$ cat src/hdl/dcm_pkg.sv
package dcm_pkg;

   localparam int BlockWidth = 64;
   localparam int HalfWidth  = 32;
   localparam int KeyWidth   = 64;
   localparam int CdWidth    = 56;
   localparam int SubWidth   = 48;
   localparam int Rounds     = 16;
   localparam int RoundBits  = $clog2(Rounds);

   typedef logic [0:0] csr_index_type;
   localparam csr_index_type CSR_CIPHER_KEY   = 1'b0;
   localparam csr_index_type CSR_DECRYPT_MODE = 1'b1;

   localparam logic FUNC_COUNTER = 1'b0;
   localparam logic FUNC_DIRECT  = 1'b1;

   typedef enum logic [2:0] {
      ST_IDLE = 3'b001,
      ST_RUN  = 3'b010,
      ST_DONE = 3'b100
   } state_type;

   localparam logic [6:0] IP_TAB [64] = '{
      7'd58,7'd50,7'd42,7'd34,7'd26,7'd18,7'd10,7'd2, 7'd60,7'd52,7'd44,7'd36,7'd28,7'd20,7'd12,7'd4,
      7'd62,7'd54,7'd46,7'd38,7'd30,7'd22,7'd14,7'd6, 7'd64,7'd56,7'd48,7'd40,7'd32,7'd24,7'd16,7'd8,
      7'd57,7'd49,7'd41,7'd33,7'd25,7'd17,7'd9,7'd1,  7'd59,7'd51,7'd43,7'd35,7'd27,7'd19,7'd11,7'd3,
      7'd61,7'd53,7'd45,7'd37,7'd29,7'd21,7'd13,7'd5, 7'd63,7'd55,7'd47,7'd39,7'd31,7'd23,7'd15,7'd7
   };

   localparam logic [6:0] FP_TAB [64] = '{
      7'd40,7'd8,7'd48,7'd16,7'd56,7'd24,7'd64,7'd32, 7'd39,7'd7,7'd47,7'd15,7'd55,7'd23,7'd63,7'd31,
      7'd38,7'd6,7'd46,7'd14,7'd54,7'd22,7'd62,7'd30, 7'd37,7'd5,7'd45,7'd13,7'd53,7'd21,7'd61,7'd29,
      7'd36,7'd4,7'd44,7'd12,7'd52,7'd20,7'd60,7'd28, 7'd35,7'd3,7'd43,7'd11,7'd51,7'd19,7'd59,7'd27,
      7'd34,7'd2,7'd42,7'd10,7'd50,7'd18,7'd58,7'd26, 7'd33,7'd1,7'd41,7'd9,7'd49,7'd17,7'd57,7'd25
   };

   localparam logic [6:0] PC1_TAB [56] = '{
      7'd57,7'd49,7'd41,7'd33,7'd25,7'd17,7'd9, 7'd1,7'd58,7'd50,7'd42,7'd34,7'd26,7'd18,
      7'd10,7'd2,7'd59,7'd51,7'd43,7'd35,7'd27, 7'd19,7'd11,7'd3,7'd60,7'd52,7'd44,7'd36,
      7'd63,7'd55,7'd47,7'd39,7'd31,7'd23,7'd15, 7'd7,7'd62,7'd54,7'd46,7'd38,7'd30,7'd22,
      7'd14,7'd6,7'd61,7'd53,7'd45,7'd37,7'd29, 7'd21,7'd13,7'd5,7'd28,7'd20,7'd12,7'd4
   };

   localparam logic [5:0] PC2_TAB [48] = '{
      6'd14,6'd17,6'd11,6'd24,6'd1,6'd5, 6'd3,6'd28,6'd15,6'd6,6'd21,6'd10,
      6'd23,6'd19,6'd12,6'd4,6'd26,6'd8, 6'd16,6'd7,6'd27,6'd20,6'd13,6'd2,
      6'd41,6'd52,6'd31,6'd37,6'd47,6'd55, 6'd30,6'd40,6'd51,6'd45,6'd33,6'd48,
      6'd44,6'd49,6'd39,6'd56,6'd34,6'd53, 6'd46,6'd42,6'd50,6'd36,6'd29,6'd32
   };

   // set where the schedule shifts by two
   localparam logic [Rounds-1:0] ROT_TWO = 16'b0111_1110_1111_1100;

   localparam logic [31:0] SP_TAB [8][64] = '{
      '{32'h00808200,32'h00000000,32'h00008000,32'h00808202,32'h00808002,32'h00008202,32'h00000002,32'h00008000,
        32'h00000200,32'h00808200,32'h00808202,32'h00000200,32'h00800202,32'h00808002,32'h00800000,32'h00000002,
        32'h00000202,32'h00800200,32'h00800200,32'h00008200,32'h00008200,32'h00808000,32'h00808000,32'h00800202,
        32'h00008002,32'h00800002,32'h00800002,32'h00008002,32'h00000000,32'h00000202,32'h00008202,32'h00800000,
        32'h00008000,32'h00808202,32'h00000002,32'h00808000,32'h00808200,32'h00800000,32'h00800000,32'h00000200,
        32'h00808002,32'h00008000,32'h00008200,32'h00800002,32'h00000200,32'h00000002,32'h00800202,32'h00008202,
        32'h00808202,32'h00008002,32'h00808000,32'h00800202,32'h00800002,32'h00000202,32'h00008202,32'h00808200,
        32'h00000202,32'h00800200,32'h00800200,32'h00000000,32'h00008002,32'h00008200,32'h00000000,32'h00808002},
      '{32'h40084010,32'h40004000,32'h00004000,32'h00084010,32'h00080000,32'h00000010,32'h40080010,32'h40004010,
        32'h40000010,32'h40084010,32'h40084000,32'h40000000,32'h40004000,32'h00080000,32'h00000010,32'h40080010,
        32'h00084000,32'h00080010,32'h40004010,32'h00000000,32'h40000000,32'h00004000,32'h00084010,32'h40080000,
        32'h00080010,32'h40000010,32'h00000000,32'h00084000,32'h00004010,32'h40084000,32'h40080000,32'h00004010,
        32'h00000000,32'h00084010,32'h40080010,32'h00080000,32'h40004010,32'h40080000,32'h40084000,32'h00004000,
        32'h40080000,32'h40004000,32'h00000010,32'h40084010,32'h00084010,32'h00000010,32'h00004000,32'h40000000,
        32'h00004010,32'h40084000,32'h00080000,32'h40000010,32'h00080010,32'h40004010,32'h40000010,32'h00080010,
        32'h00084000,32'h00000000,32'h40004000,32'h00004010,32'h40000000,32'h40080010,32'h40084010,32'h00084000},
      '{32'h00000104,32'h04010100,32'h00000000,32'h04010004,32'h04000100,32'h00000000,32'h00010104,32'h04000100,
        32'h00010004,32'h04000004,32'h04000004,32'h00010000,32'h04010104,32'h00010004,32'h04010000,32'h00000104,
        32'h04000000,32'h00000004,32'h04010100,32'h00000100,32'h00010100,32'h04010000,32'h04010004,32'h00010104,
        32'h04000104,32'h00010100,32'h00010000,32'h04000104,32'h00000004,32'h04010104,32'h00000100,32'h04000000,
        32'h04010100,32'h04000000,32'h00010004,32'h00000104,32'h00010000,32'h04010100,32'h04000100,32'h00000000,
        32'h00000100,32'h00010004,32'h04010104,32'h04000100,32'h04000004,32'h00000100,32'h00000000,32'h04010004,
        32'h04000104,32'h00010000,32'h04000000,32'h04010104,32'h00000004,32'h00010104,32'h00010100,32'h04000004,
        32'h04010000,32'h04000104,32'h00000104,32'h04010000,32'h00010104,32'h00000004,32'h04010004,32'h00010100},
      '{32'h80401000,32'h80001040,32'h80001040,32'h00000040,32'h00401040,32'h80400040,32'h80400000,32'h80001000,
        32'h00000000,32'h00401000,32'h00401000,32'h80401040,32'h80000040,32'h00000000,32'h00400040,32'h80400000,
        32'h80000000,32'h00001000,32'h00400000,32'h80401000,32'h00000040,32'h00400000,32'h80001000,32'h00001040,
        32'h80400040,32'h80000000,32'h00001040,32'h00400040,32'h00001000,32'h00401040,32'h80401040,32'h80000040,
        32'h00400040,32'h80400000,32'h00401000,32'h80401040,32'h80000040,32'h00000000,32'h00000000,32'h00401000,
        32'h00001040,32'h00400040,32'h80400040,32'h80000000,32'h80401000,32'h80001040,32'h80001040,32'h00000040,
        32'h80401040,32'h80000040,32'h80000000,32'h00001000,32'h80400000,32'h80001000,32'h00401040,32'h80400040,
        32'h80001000,32'h00001040,32'h00400000,32'h80401000,32'h00000040,32'h00400000,32'h00001000,32'h00401040},
      '{32'h00000080,32'h01040080,32'h01040000,32'h21000080,32'h00040000,32'h00000080,32'h20000000,32'h01040000,
        32'h20040080,32'h00040000,32'h01000080,32'h20040080,32'h21000080,32'h21040000,32'h00040080,32'h20000000,
        32'h01000000,32'h20040000,32'h20040000,32'h00000000,32'h20000080,32'h21040080,32'h21040080,32'h01000080,
        32'h21040000,32'h20000080,32'h00000000,32'h21000000,32'h01040080,32'h01000000,32'h21000000,32'h00040080,
        32'h00040000,32'h21000080,32'h00000080,32'h01000000,32'h20000000,32'h01040000,32'h21000080,32'h20040080,
        32'h01000080,32'h20000000,32'h21040000,32'h01040080,32'h20040080,32'h00000080,32'h01000000,32'h21040000,
        32'h21040080,32'h00040080,32'h21000000,32'h21040080,32'h01040000,32'h00000000,32'h20040000,32'h21000000,
        32'h00040080,32'h01000080,32'h20000080,32'h00040000,32'h00000000,32'h20040000,32'h01040080,32'h20000080},
      '{32'h10000008,32'h10200000,32'h00002000,32'h10202008,32'h10200000,32'h00000008,32'h10202008,32'h00200000,
        32'h10002000,32'h00202008,32'h00200000,32'h10000008,32'h00200008,32'h10002000,32'h10000000,32'h00002008,
        32'h00000000,32'h00200008,32'h10002008,32'h00002000,32'h00202000,32'h10002008,32'h00000008,32'h10200008,
        32'h10200008,32'h00000000,32'h00202008,32'h10202000,32'h00002008,32'h00202000,32'h10202000,32'h10000000,
        32'h10002000,32'h00000008,32'h10200008,32'h00202000,32'h10202008,32'h00200000,32'h00002008,32'h10000008,
        32'h00200000,32'h10002000,32'h10000000,32'h00002008,32'h10000008,32'h10202008,32'h00202000,32'h10200000,
        32'h00202008,32'h10202000,32'h00000000,32'h10200008,32'h00000008,32'h00002000,32'h10200000,32'h00202008,
        32'h00002000,32'h00200008,32'h10002008,32'h00000000,32'h10202000,32'h10000000,32'h00200008,32'h10002008},
      '{32'h00100000,32'h02100001,32'h02000401,32'h00000000,32'h00000400,32'h02000401,32'h00100401,32'h02100400,
        32'h02100401,32'h00100000,32'h00000000,32'h02000001,32'h00000001,32'h02000000,32'h02100001,32'h00000401,
        32'h02000400,32'h00100401,32'h00100001,32'h02000400,32'h02000001,32'h02100000,32'h02100400,32'h00100001,
        32'h02100000,32'h00000400,32'h00000401,32'h02100401,32'h00100400,32'h00000001,32'h02000000,32'h00100400,
        32'h02000000,32'h00100400,32'h00100000,32'h02000401,32'h02000401,32'h02100001,32'h02100001,32'h00000001,
        32'h00100001,32'h02000000,32'h02000400,32'h00100000,32'h02100400,32'h00000401,32'h00100401,32'h02100400,
        32'h00000401,32'h02000001,32'h02100401,32'h02100000,32'h00100400,32'h00000000,32'h00000001,32'h02100401,
        32'h00000000,32'h00100401,32'h02100000,32'h00000400,32'h02000001,32'h02000400,32'h00000400,32'h00100001},
      '{32'h08000820,32'h00000800,32'h00020000,32'h08020820,32'h08000000,32'h08000820,32'h00000020,32'h08000000,
        32'h00020020,32'h08020000,32'h08020820,32'h00020800,32'h08020800,32'h00020820,32'h00000800,32'h00000020,
        32'h08020000,32'h08000020,32'h08000800,32'h00000820,32'h00020800,32'h00020020,32'h08020020,32'h08020800,
        32'h00000820,32'h00000000,32'h00000000,32'h08020020,32'h08000020,32'h08000800,32'h00020820,32'h00020000,
        32'h00020820,32'h00020000,32'h08020800,32'h00000800,32'h00000020,32'h08020020,32'h00000800,32'h00020820,
        32'h08000800,32'h00000020,32'h08000020,32'h08020000,32'h08020020,32'h08000000,32'h00020000,32'h08000820,
        32'h00000000,32'h08020820,32'h00020020,32'h08000020,32'h08020000,32'h08000800,32'h08000820,32'h00000000,
        32'h08020820,32'h00020800,32'h00020800,32'h00000820,32'h00000820,32'h00020020,32'h08000000,32'h08020800}
   };

   // table entries number bits from the msb, starting at one
   function automatic logic [BlockWidth-1:0] ip_perm(input logic [BlockWidth-1:0] x);
      logic [BlockWidth-1:0] r;
      r = '0;
      for (int i = 0; i < BlockWidth; i++) begin
         r[BlockWidth-1-i] = x[BlockWidth - int'(IP_TAB[i])];
      end
      return r;
   endfunction

   function automatic logic [BlockWidth-1:0] fp_perm(input logic [BlockWidth-1:0] x);
      logic [BlockWidth-1:0] r;
      r = '0;
      for (int i = 0; i < BlockWidth; i++) begin
         r[BlockWidth-1-i] = x[BlockWidth - int'(FP_TAB[i])];
      end
      return r;
   endfunction

   function automatic logic [CdWidth-1:0] pc1_perm(input logic [KeyWidth-1:0] x);
      logic [CdWidth-1:0] r;
      r = '0;
      for (int i = 0; i < CdWidth; i++) begin
         r[CdWidth-1-i] = x[KeyWidth - int'(PC1_TAB[i])];
      end
      return r;
   endfunction

   function automatic logic [SubWidth-1:0] pc2_perm(input logic [CdWidth-1:0] x);
      logic [SubWidth-1:0] r;
      r = '0;
      for (int i = 0; i < SubWidth; i++) begin
         r[SubWidth-1-i] = x[CdWidth - int'(PC2_TAB[i])];
      end
      return r;
   endfunction

   function automatic logic [CdWidth-1:0] cd_rotl(input logic [CdWidth-1:0] cd,
                                                  input logic two);
      logic [27:0] c;
      logic [27:0] d;
      c = cd[55:28];
      d = cd[27:0];
      if (two) begin
         return {c[25:0], c[27:26], d[25:0], d[27:26]};
      end
      return {c[26:0], c[27], d[26:0], d[27]};
   endfunction

   function automatic logic [CdWidth-1:0] cd_rotr(input logic [CdWidth-1:0] cd,
                                                  input logic two);
      logic [27:0] c;
      logic [27:0] d;
      c = cd[55:28];
      d = cd[27:0];
      if (two) begin
         return {c[1:0], c[27:2], d[1:0], d[27:2]};
      end
      return {c[0], c[27:1], d[0], d[27:1]};
   endfunction

   // expansion, key mix, s-boxes and p
   function automatic logic [HalfWidth-1:0] round_f(input logic [HalfWidth-1:0] r,
                                                    input logic [SubWidth-1:0] k);
      logic [5:0] idx [8];
      logic [HalfWidth-1:0] f;
      idx[0] = {r[0], r[31:27]};
      idx[1] = r[28:23];
      idx[2] = r[24:19];
      idx[3] = r[20:15];
      idx[4] = r[16:11];
      idx[5] = r[12:7];
      idx[6] = r[8:3];
      idx[7] = {r[4:0], r[31]};
      f = '0;
      for (int i = 0; i < 8; i++) begin
         f = f | SP_TAB[i][idx[i] ^ k[SubWidth-1-6*i -: 6]];
      end
      return f;
   endfunction

endpackage

$ cat src/hdl/des_counter_mode_generator.sv
// DES engine (FIPS 46-3) run as a counter-mode block generator. An item with
// req_func low ciphers the internal 64-bit counter and then increments it; an
// item with req_func high ciphers req_block_in. One Feistel round runs per
// clock on a single round unit, with the round keys shifted out of a C/D key
// register alongside. rsp_valid rises once all 16 rounds of an accepted item
// have run. The result holds until it is taken, and the block takes no new
// item until then; it returns to idle before it takes the next one.
// csr index 0 writes the key and clears the counter, index 1 bit 0 selects
// decryption; write them only while the block is idle.
module des_counter_mode_generator
   import dcm_pkg::*;
(
   input  logic                  clock,
   input  logic                  reset,
   input  logic                  req_valid,
   output logic                  req_stall,
   input  logic                  req_func,
   input  logic [BlockWidth-1:0] req_block_in,
   output logic                  rsp_valid,
   input  logic                  rsp_stall,
   output logic [BlockWidth-1:0] rsp_block_out,
   input  logic                  csr_we,
   input  csr_index_type         csr_index,
   input  logic [KeyWidth-1:0]   csr_wdata
);

   state_type               state_ff, state_in;
   logic [KeyWidth-1:0]     key_ff;
   logic                    decrypt_ff;
   logic [BlockWidth-1:0]   counter_ff;
   logic [RoundBits-1:0]    round_ff;
   logic [HalfWidth-1:0]    l_ff, r_ff;
   logic [CdWidth-1:0]      cd_ff, cd_in;
   logic [BlockWidth-1:0]   out_ff;

   logic                    req_take;
   logic [BlockWidth-1:0]   blk_in;
   logic [BlockWidth-1:0]   ip_blk;
   logic [CdWidth-1:0]      cd_fwd;
   logic [SubWidth-1:0]     subkey;
   logic [HalfWidth-1:0]    f_out;
   logic                    last_round;

   assign req_stall = (state_ff != ST_IDLE);
   assign req_take  = req_valid && !req_stall;
   assign rsp_valid = (state_ff == ST_DONE);
   assign rsp_block_out = out_ff;

   assign blk_in = (req_func == FUNC_DIRECT) ? req_block_in : counter_ff;
   assign ip_blk = ip_perm(blk_in);

   // encrypt shifts left before use, decrypt uses then shifts right
   assign cd_fwd = cd_rotl(cd_ff, ROT_TWO[round_ff]);
   assign subkey = decrypt_ff ? pc2_perm(cd_ff) : pc2_perm(cd_fwd);
   assign cd_in  = decrypt_ff ? cd_rotr(cd_ff, ROT_TWO[RoundBits'(Rounds-1) - round_ff])
                              : cd_fwd;
   assign f_out  = round_f(r_ff, subkey);
   assign last_round = (round_ff == RoundBits'(Rounds-1));

   always_comb begin
      state_in = state_ff;
      case (state_ff)
         ST_IDLE: begin
            if (req_take) state_in = ST_RUN;
         end
         ST_RUN: begin
            if (last_round) state_in = ST_DONE;
         end
         ST_DONE: begin
            if (!rsp_stall) state_in = ST_IDLE;
         end
         default: state_in = ST_IDLE;
      endcase
   end

   always_ff @(posedge clock) begin
      if (reset) begin
         state_ff   <= ST_IDLE;
         key_ff     <= '0;
         decrypt_ff <= 1'b0;
         counter_ff <= '0;
         round_ff   <= '0;
      end else begin
         state_ff <= state_in;
         if (csr_we) begin
            case (csr_index)
               CSR_CIPHER_KEY: begin
                  key_ff     <= csr_wdata;
                  counter_ff <= '0;
               end
               CSR_DECRYPT_MODE: decrypt_ff <= csr_wdata[0];
               default: ;
            endcase
         end else if (req_take && req_func == FUNC_COUNTER) begin
            counter_ff <= counter_ff + 1'b1;
         end
         if (req_take) begin
            round_ff <= '0;
         end else if (state_ff == ST_RUN) begin
            round_ff <= round_ff + 1'b1;
         end
      end
   end

   always_ff @(posedge clock) begin
      if (req_take) begin
         l_ff  <= ip_blk[BlockWidth-1:HalfWidth];
         r_ff  <= ip_blk[HalfWidth-1:0];
         cd_ff <= pc1_perm(key_ff);
      end else if (state_ff == ST_RUN) begin
         l_ff  <= r_ff;
         r_ff  <= l_ff ^ f_out;
         cd_ff <= cd_in;
         if (last_round) begin
            out_ff <= fp_perm({l_ff ^ f_out, r_ff});
         end
      end
   end

endmodule

$ cat config.mk
export PLATFORM = sky130hd
export DESIGN_NAME = des_counter_mode_generator
export DESIGN_NICKNAME = d
export VERILOG_FILES = /design/src/hdl/dcm_pkg.sv /design/src/hdl/des_counter_mode_generator.sv
export SDC_FILE = /design/constraint.sdc
export NUM_CORES = 1
export LEC_CHECK = 0
export BUFFER_PORTS_ARGS = -buffer_cell sky130_fd_sc_hd__buf_4
export CAP_MARGIN = 20
export CORE_MARGIN = 2
export CORE_UTILIZATION = 25
export CTS_BUF_LIST = sky130_fd_sc_hd__clkbuf_4 sky130_fd_sc_hd__clkbuf_8
export CTS_CLUSTER_DIAMETER = 80
export DETAILED_ROUTE_END_ITERATION = 6
export GPL_ROUTABILITY_DRIVEN = 0
export PLACE_DENSITY = 0.51
export SETUP_SLACK_MARGIN = 0.05
export SYNTH_ARGS = -nofsm -noshare
export SYNTH_HDL_FRONTEND = slang
export SYNTH_SLANG_ARGS = --single-unit
$ cat constraint.sdc
create_clock -name clock -period 5.3 [get_ports clock]
set_input_delay 0.53 -clock clock [delete_from_list [all_inputs] [get_ports clock]]
set_output_delay 0.53 -clock clock [all_outputs]
set_load 0.01 [all_outputs]
-- Word level (Yosys, flattened, before mapping)
Memory sizes are Yosys's and may differ from the RTL's. A register that Yosys moved wholly into a read port is not among the register bits.
Index checks and enable logic that the tools add are counted.
- add/subtract/negate cells: 3
- magnitude comparators: 10
- equal/unequal tests: 9
- muxes and demuxes: 42
- bitwise logic cells: 27
- reduce and logical (&&, ||, !) cells: 11
- operator list (operator ; number):
    2-to-1 mux 32 bit ; 20
    2-to-1 mux 56 bit ; 7
    2-to-1 mux 64 bit ; 4
    bitwise OR 32 bit ; 7
    adder 64 x 1 -> 64 bit, second input constant ; 1
    greater-or-equal comparator 7 bit, second input constant ; 8
    inverter 6 -> 7 bit ; 8
    2-to-1 mux 48 bit ; 1
    XOR 6 bit ; 8
    XOR 32 bit ; 1
    < comparator 4 x 5 -> 1 bit, second input constant ; 2
    2-to-1 mux 3 bit ; 3
    one-hot mux 3 bit (3 select lines) ; 1
    2-to-1 mux 4 bit ; 2
    != test 2 bit, second input constant ; 4
    AND reduction 2 bit ; 3
    AND reduction 3 bit ; 2
    adder 4 x 1 -> 4 bit, second input constant ; 1
    equality test 4 bit, second input constant ; 1
    2-to-1 mux 1 bit ; 4
    nonzero test 2 bit ; 2
    subtractor 4 bit, first input constant ; 1
    equality test 3 x 1 -> 1 bit, second input constant ; 1
    equality test 3 x 2 -> 1 bit, second input constant ; 1
    other kinds (6) ; 9
- register bits: 320
- ROM bits: 16416
- input bits: 135
- logic and storage cells: 121
- memories kept: 10
- memory list (name ; words ; bits a word ; read ports ; clocked after memory_dff ; wr ports ; line ; RTL):
    (no name shown) ; 64 ; 32 ; 1 ; 0 ; 0 ; dcm_pkg.sv:198 ; f = f | SP_TAB[i][idx[i] ^ k[SubWidth-1-6*i -: 6]];
    (no name shown) ; 64 ; 32 ; 1 ; 0 ; 0 ; dcm_pkg.sv:198 ;
    (no name shown) ; 64 ; 32 ; 1 ; 0 ; 0 ; dcm_pkg.sv:198 ;
    (no name shown) ; 64 ; 32 ; 1 ; 0 ; 0 ; dcm_pkg.sv:198 ;
    (no name shown) ; 64 ; 32 ; 1 ; 0 ; 0 ; dcm_pkg.sv:198 ;
    (no name shown) ; 64 ; 32 ; 1 ; 0 ; 0 ; dcm_pkg.sv:198 ;
    4 more memories ; n/a ; n/a ; n/a ; n/a ; n/a ; n/a ;

-- Longest topological paths before layout
- depth in word-level cells: 20
- gate-level depth with buffers: 18
- mapped depth without buffers: 14

-- Worst setup path before layout
OpenSTA, ideal clock, no wires.
- path type: input-to-reg
- start point: input port req_valid
- end point: register cd_ff[0], enable pin
- setup time: 1062 ps
- arrival: 3289 ps
- required time: 4238 ps
- setup slack: 949 ps
- cell stages on the path: 4
- cell sequence: nand4bb_1 > clkbuf_1 > clkbuf_1 > nand2_1
- cells in the longest elaborated chain, start to end: 2
- ends and longest elaborated chain (element ; line ; RTL):
    start, declared ; des_counter_mode_generator.sv:15 ; input logic req_valid,
    logical AND 1 bit ; des_counter_mode_generator.sv:45 ; assign req_take = req_valid && !req_stall;
    nonzero test 2 bit (no line) ; n/a ;
    end signal, assigned ; des_counter_mode_generator.sv:109 ; cd_ff <= pc1_perm(key_ff);
    end signal, assigned ; des_counter_mode_generator.sv:113 ; cd_ff <= cd_in;
    end, declared ; des_counter_mode_generator.sv:33 ; logic [CdWidth-1:0] cd_ff, cd_in;
Every way passes these cells.
A chain may end at the register's enable or synchronous reset.

==> impl_results.md <==
- Met2 Use GR: 0.253
- First-pass GRT wire length: approximately 110000 um
- # IOs: about 200
- PwrDens: 509 nW/um^2
- Worst-margin pin slew: roughly 1100 ps
- Post-synth EDFFs: ~180
- Crit path max fanout: 36
- Hold crit path type: primary input to flip-flop
- Prevailing post-synth register cell: edfxtp_1
- Total Routing Usage GR: 0.162
- Status: finished clean
- Most Crowded Layer GR: met2
- RSZ-0062 raised after global routing: no
- Net count reported at finish: 2772
- Yosys cell types: 88
- Post-route ant nets: 0
- H-tree depth: 2
- Clock Latency Late Sink: 650 ps
- Initial Utilization: 0.252
- Type of element capturing the critical path: flip-flop
- WHS Path Cells: 3
- Count of pins over their slew limit: 0
- Min cycle time layout: 4220 ps
- Filler cells: between 9k and 10k
- Dpl ws: around 1100 ps
- Gate Count Post-Synth: approximately 2.5k
- Hold buffers post-CTS: 0
- Via-to-Cell Ratio: around 5.0
- Worst Setup Slack, final: 1080 ps
- Vias in the first global route: around 18k
- Via count: roughly 19k
- Syn_nets: ~2.6k
- Fin. Hold Viols: 0
- M3 GR Usage: 0.0263
- Grt met1 use: 0.231
- Post-CTS sizing: 0
- CTS buffer count: 56
- Post-CTS setup buffer count: 0
- P&R area growth vs syn: 17.8%
- Router iterations before antenna repair: 6
- Max VDD drop: ~210 uV
- Drt initial violations: between 1.5k and 2k
- Total Routed Length: around 75000 um
- Core area: just under 90000 sq um
- Commonest cells after routing, fill and taps aside: 425 x nand2_1, 242 x buf_4, 184 x edfxtp_1
- Gr ovfl total: 0
- Total power: 0.0131 W
- Setup Skew: about 26 ps
- YS warnings: 0
- Setup Viol. Count Final: 0
- Dpl hpwl: ~56000 um
- Register bit count reported by yosys: 313
- Area leader, netlist: edfxtp_1
- Fmax: 237 MHz
- CTS Buffer Depth: 3
- Initial antenna violation count: 1
- Chip height: between 200 and 300 um
- Core Util, Final: 0.297
- Routed len/inst: between 15 and 20 um
- Fin crit share: 0.796
- Largest net degree at the start of global routing: 101
- Mapped cell area: approximately 22000 sq um
- R2r setup slk: 1080 ps
- Worst Setup Start Kind: flip-flop
- MaxCap Viol Count: 0
- Root Buffer: clkbuf_8
- Post-route DRC: 0
- Clock sink total: about 310
- Area of the die: 89700 sq um
- Rows: 108
- Crit Path Category: flip-flop to flip-flop
- Area contributors post-synth: edfxtp_1 25%, dfxtp_1 12%, nand2_1 7.3%
- Sequential cell area fraction in the yosys report: 0.372
- Syn avg cell area: ~8.9 sq um
- Required @ worst endpoint: between 5000 and 6000 ps
- Layout cells sized above 1: 0.182
- Port Buffers: just under 200
- CTS tree: done
- Worst-case reg-to-reg path depth: 12
- Critical Path AT: approximately 4600 ps
- Asr flop ratio synth: 0
- Rel. slew slack: 0.237
- Synth top area share: 0.253
- Die X-Extent: 299 um
- P_leak: around 9.4 nW
- Setup Total Neg Slack: 0 ps
- Commonest non-fill, non-tap cell in the layout: nand2_1
- CTS clk-pin slew, worst paths: approximately 70 ps
==> sequential cells by signal, indices dropped and copies added (netlist names), named ones only <==
signal,flops
round_ff,4
state_ff,3
r_ff,32
rsp_block_out,64
decrypt_ff,1
cd_ff,56
l_ff,32
counter_ff,64
key_ff,56
==> cells by family (layout without fill, tap and decap cells) <==
kind of cell,count (synthesis),in the layout,share of synthesized area
AO/OA/AOI/OAI,632,632,0.202
XOR/XNOR,128,128,0.0620
adder cells (fa/ha/maj),56,56,0.0321
buffers and inverters,218,392,0.0449
flip-flops,313,313,0.372
multiplexers,168,168,0.0878
other,0,1,0
AND/OR/NAND/NOR,939,939,0.200
==> synth_stat cells (8+ instances only) <==
cell type / count
a2111oi_0: 10
a211oi_1: 36
a21o_1: 57
a21oi_1: 147
a311oi_1: 43
a31oi_1: 28
and2_1: 33
and3_1: 15
buf_1: 10
buf_2: 30
buf_4: 9
buf_6: 12
clkbuf_1: 115
dfxtp_1: 129
edfxtp_1: 184
ha_1: 56
inv_1: 34
mux2_2: 21
mux2i_1: 121
mux4_2: 8
nand2_1: 426
nand2b_1: 42
nand3_1: 109
nand4_1: 13
nor2_1: 114
nor2b_1: 38
nor3_1: 80
o211ai_1: 42
o21a_1: 26
o21ai_0: 122
o221ai_1: 9
o311ai_0: 10
o31ai_1: 18
o31ai_2: 12
o31ai_4: 11
or2_2: 15
or3_1: 17
xnor2_1: 58
xnor2_2: 10
xor2_1: 43
xor2_2: 14
==> worst paths after layout <==
check | startpoint | end
worst max-delay path | flip-flop | r_ff[28]
worst min-delay path | csr_wdata[51] | key_ff[51]
worst max register to register | flip-flop | r_ff[28]
worst min register to register | key_ff[17] | key_ff[17]
==> report_power, final <==
part	switching, W	leakage, nW	internal, W	total [W]
clock network	0.00113	0.677	0.00157	0.00270
logic	0.00414	5.95	0.00268	0.00682
registers	0.000466	2.79	0.00310	0.00357
total	0.00573	9.42	0.00735	0.0131
==> final cells by class <==
class	instances	area (sq um)	area share
Multi-Input combinational cell	1923	12800	0.498
Sequential cell	313	8110	0.316
Timing Repair Buffer	245	1880	0.0730
Tap cell	1155	1450	0.0562
Clock buffer	77	966	0.0376
Clock inverter	28	342	0.0133
Inverter	42	159	0.00618
Antenna cell	1	2.50	0.0000974
==> worst max-delay path, cell delays in order (launching register included) <==
cell,delay [ps]
dfxtp_2,650
buf_12,260
and2_1,180
o31ai_2,110
xnor2_1,750
inv_1,270
ha_1,390
nor3_1,210
nor3_1,60
or4_1,510
o22a_1,220
xor2_1,170
o21a_1,180
==> through the flow <==
step           area (sq um)  instances  hold slack [ps]
6_report              25700       3784              140
5_1_grt               25700       3784             96.5
4_1_cts               25700       3782             67.5
3_5_place_dp          24400       3677              450
3_3_place_gp          24400       3677              447
2_1_floorplan         21800       2454              424
==> metal layers <==
| layer | up-vias | routed length, um |
|---|---|---|
| met3 | 85 | 4320 |
| met1 | 9054 | 35200 |
| met2 | 545 | 33800 |
| met4 | 0 | 1870 |
| li1 | 9225 | - |
| met5 | - | 0 |
Note: power is estimated with default switching activity, not from simulation.
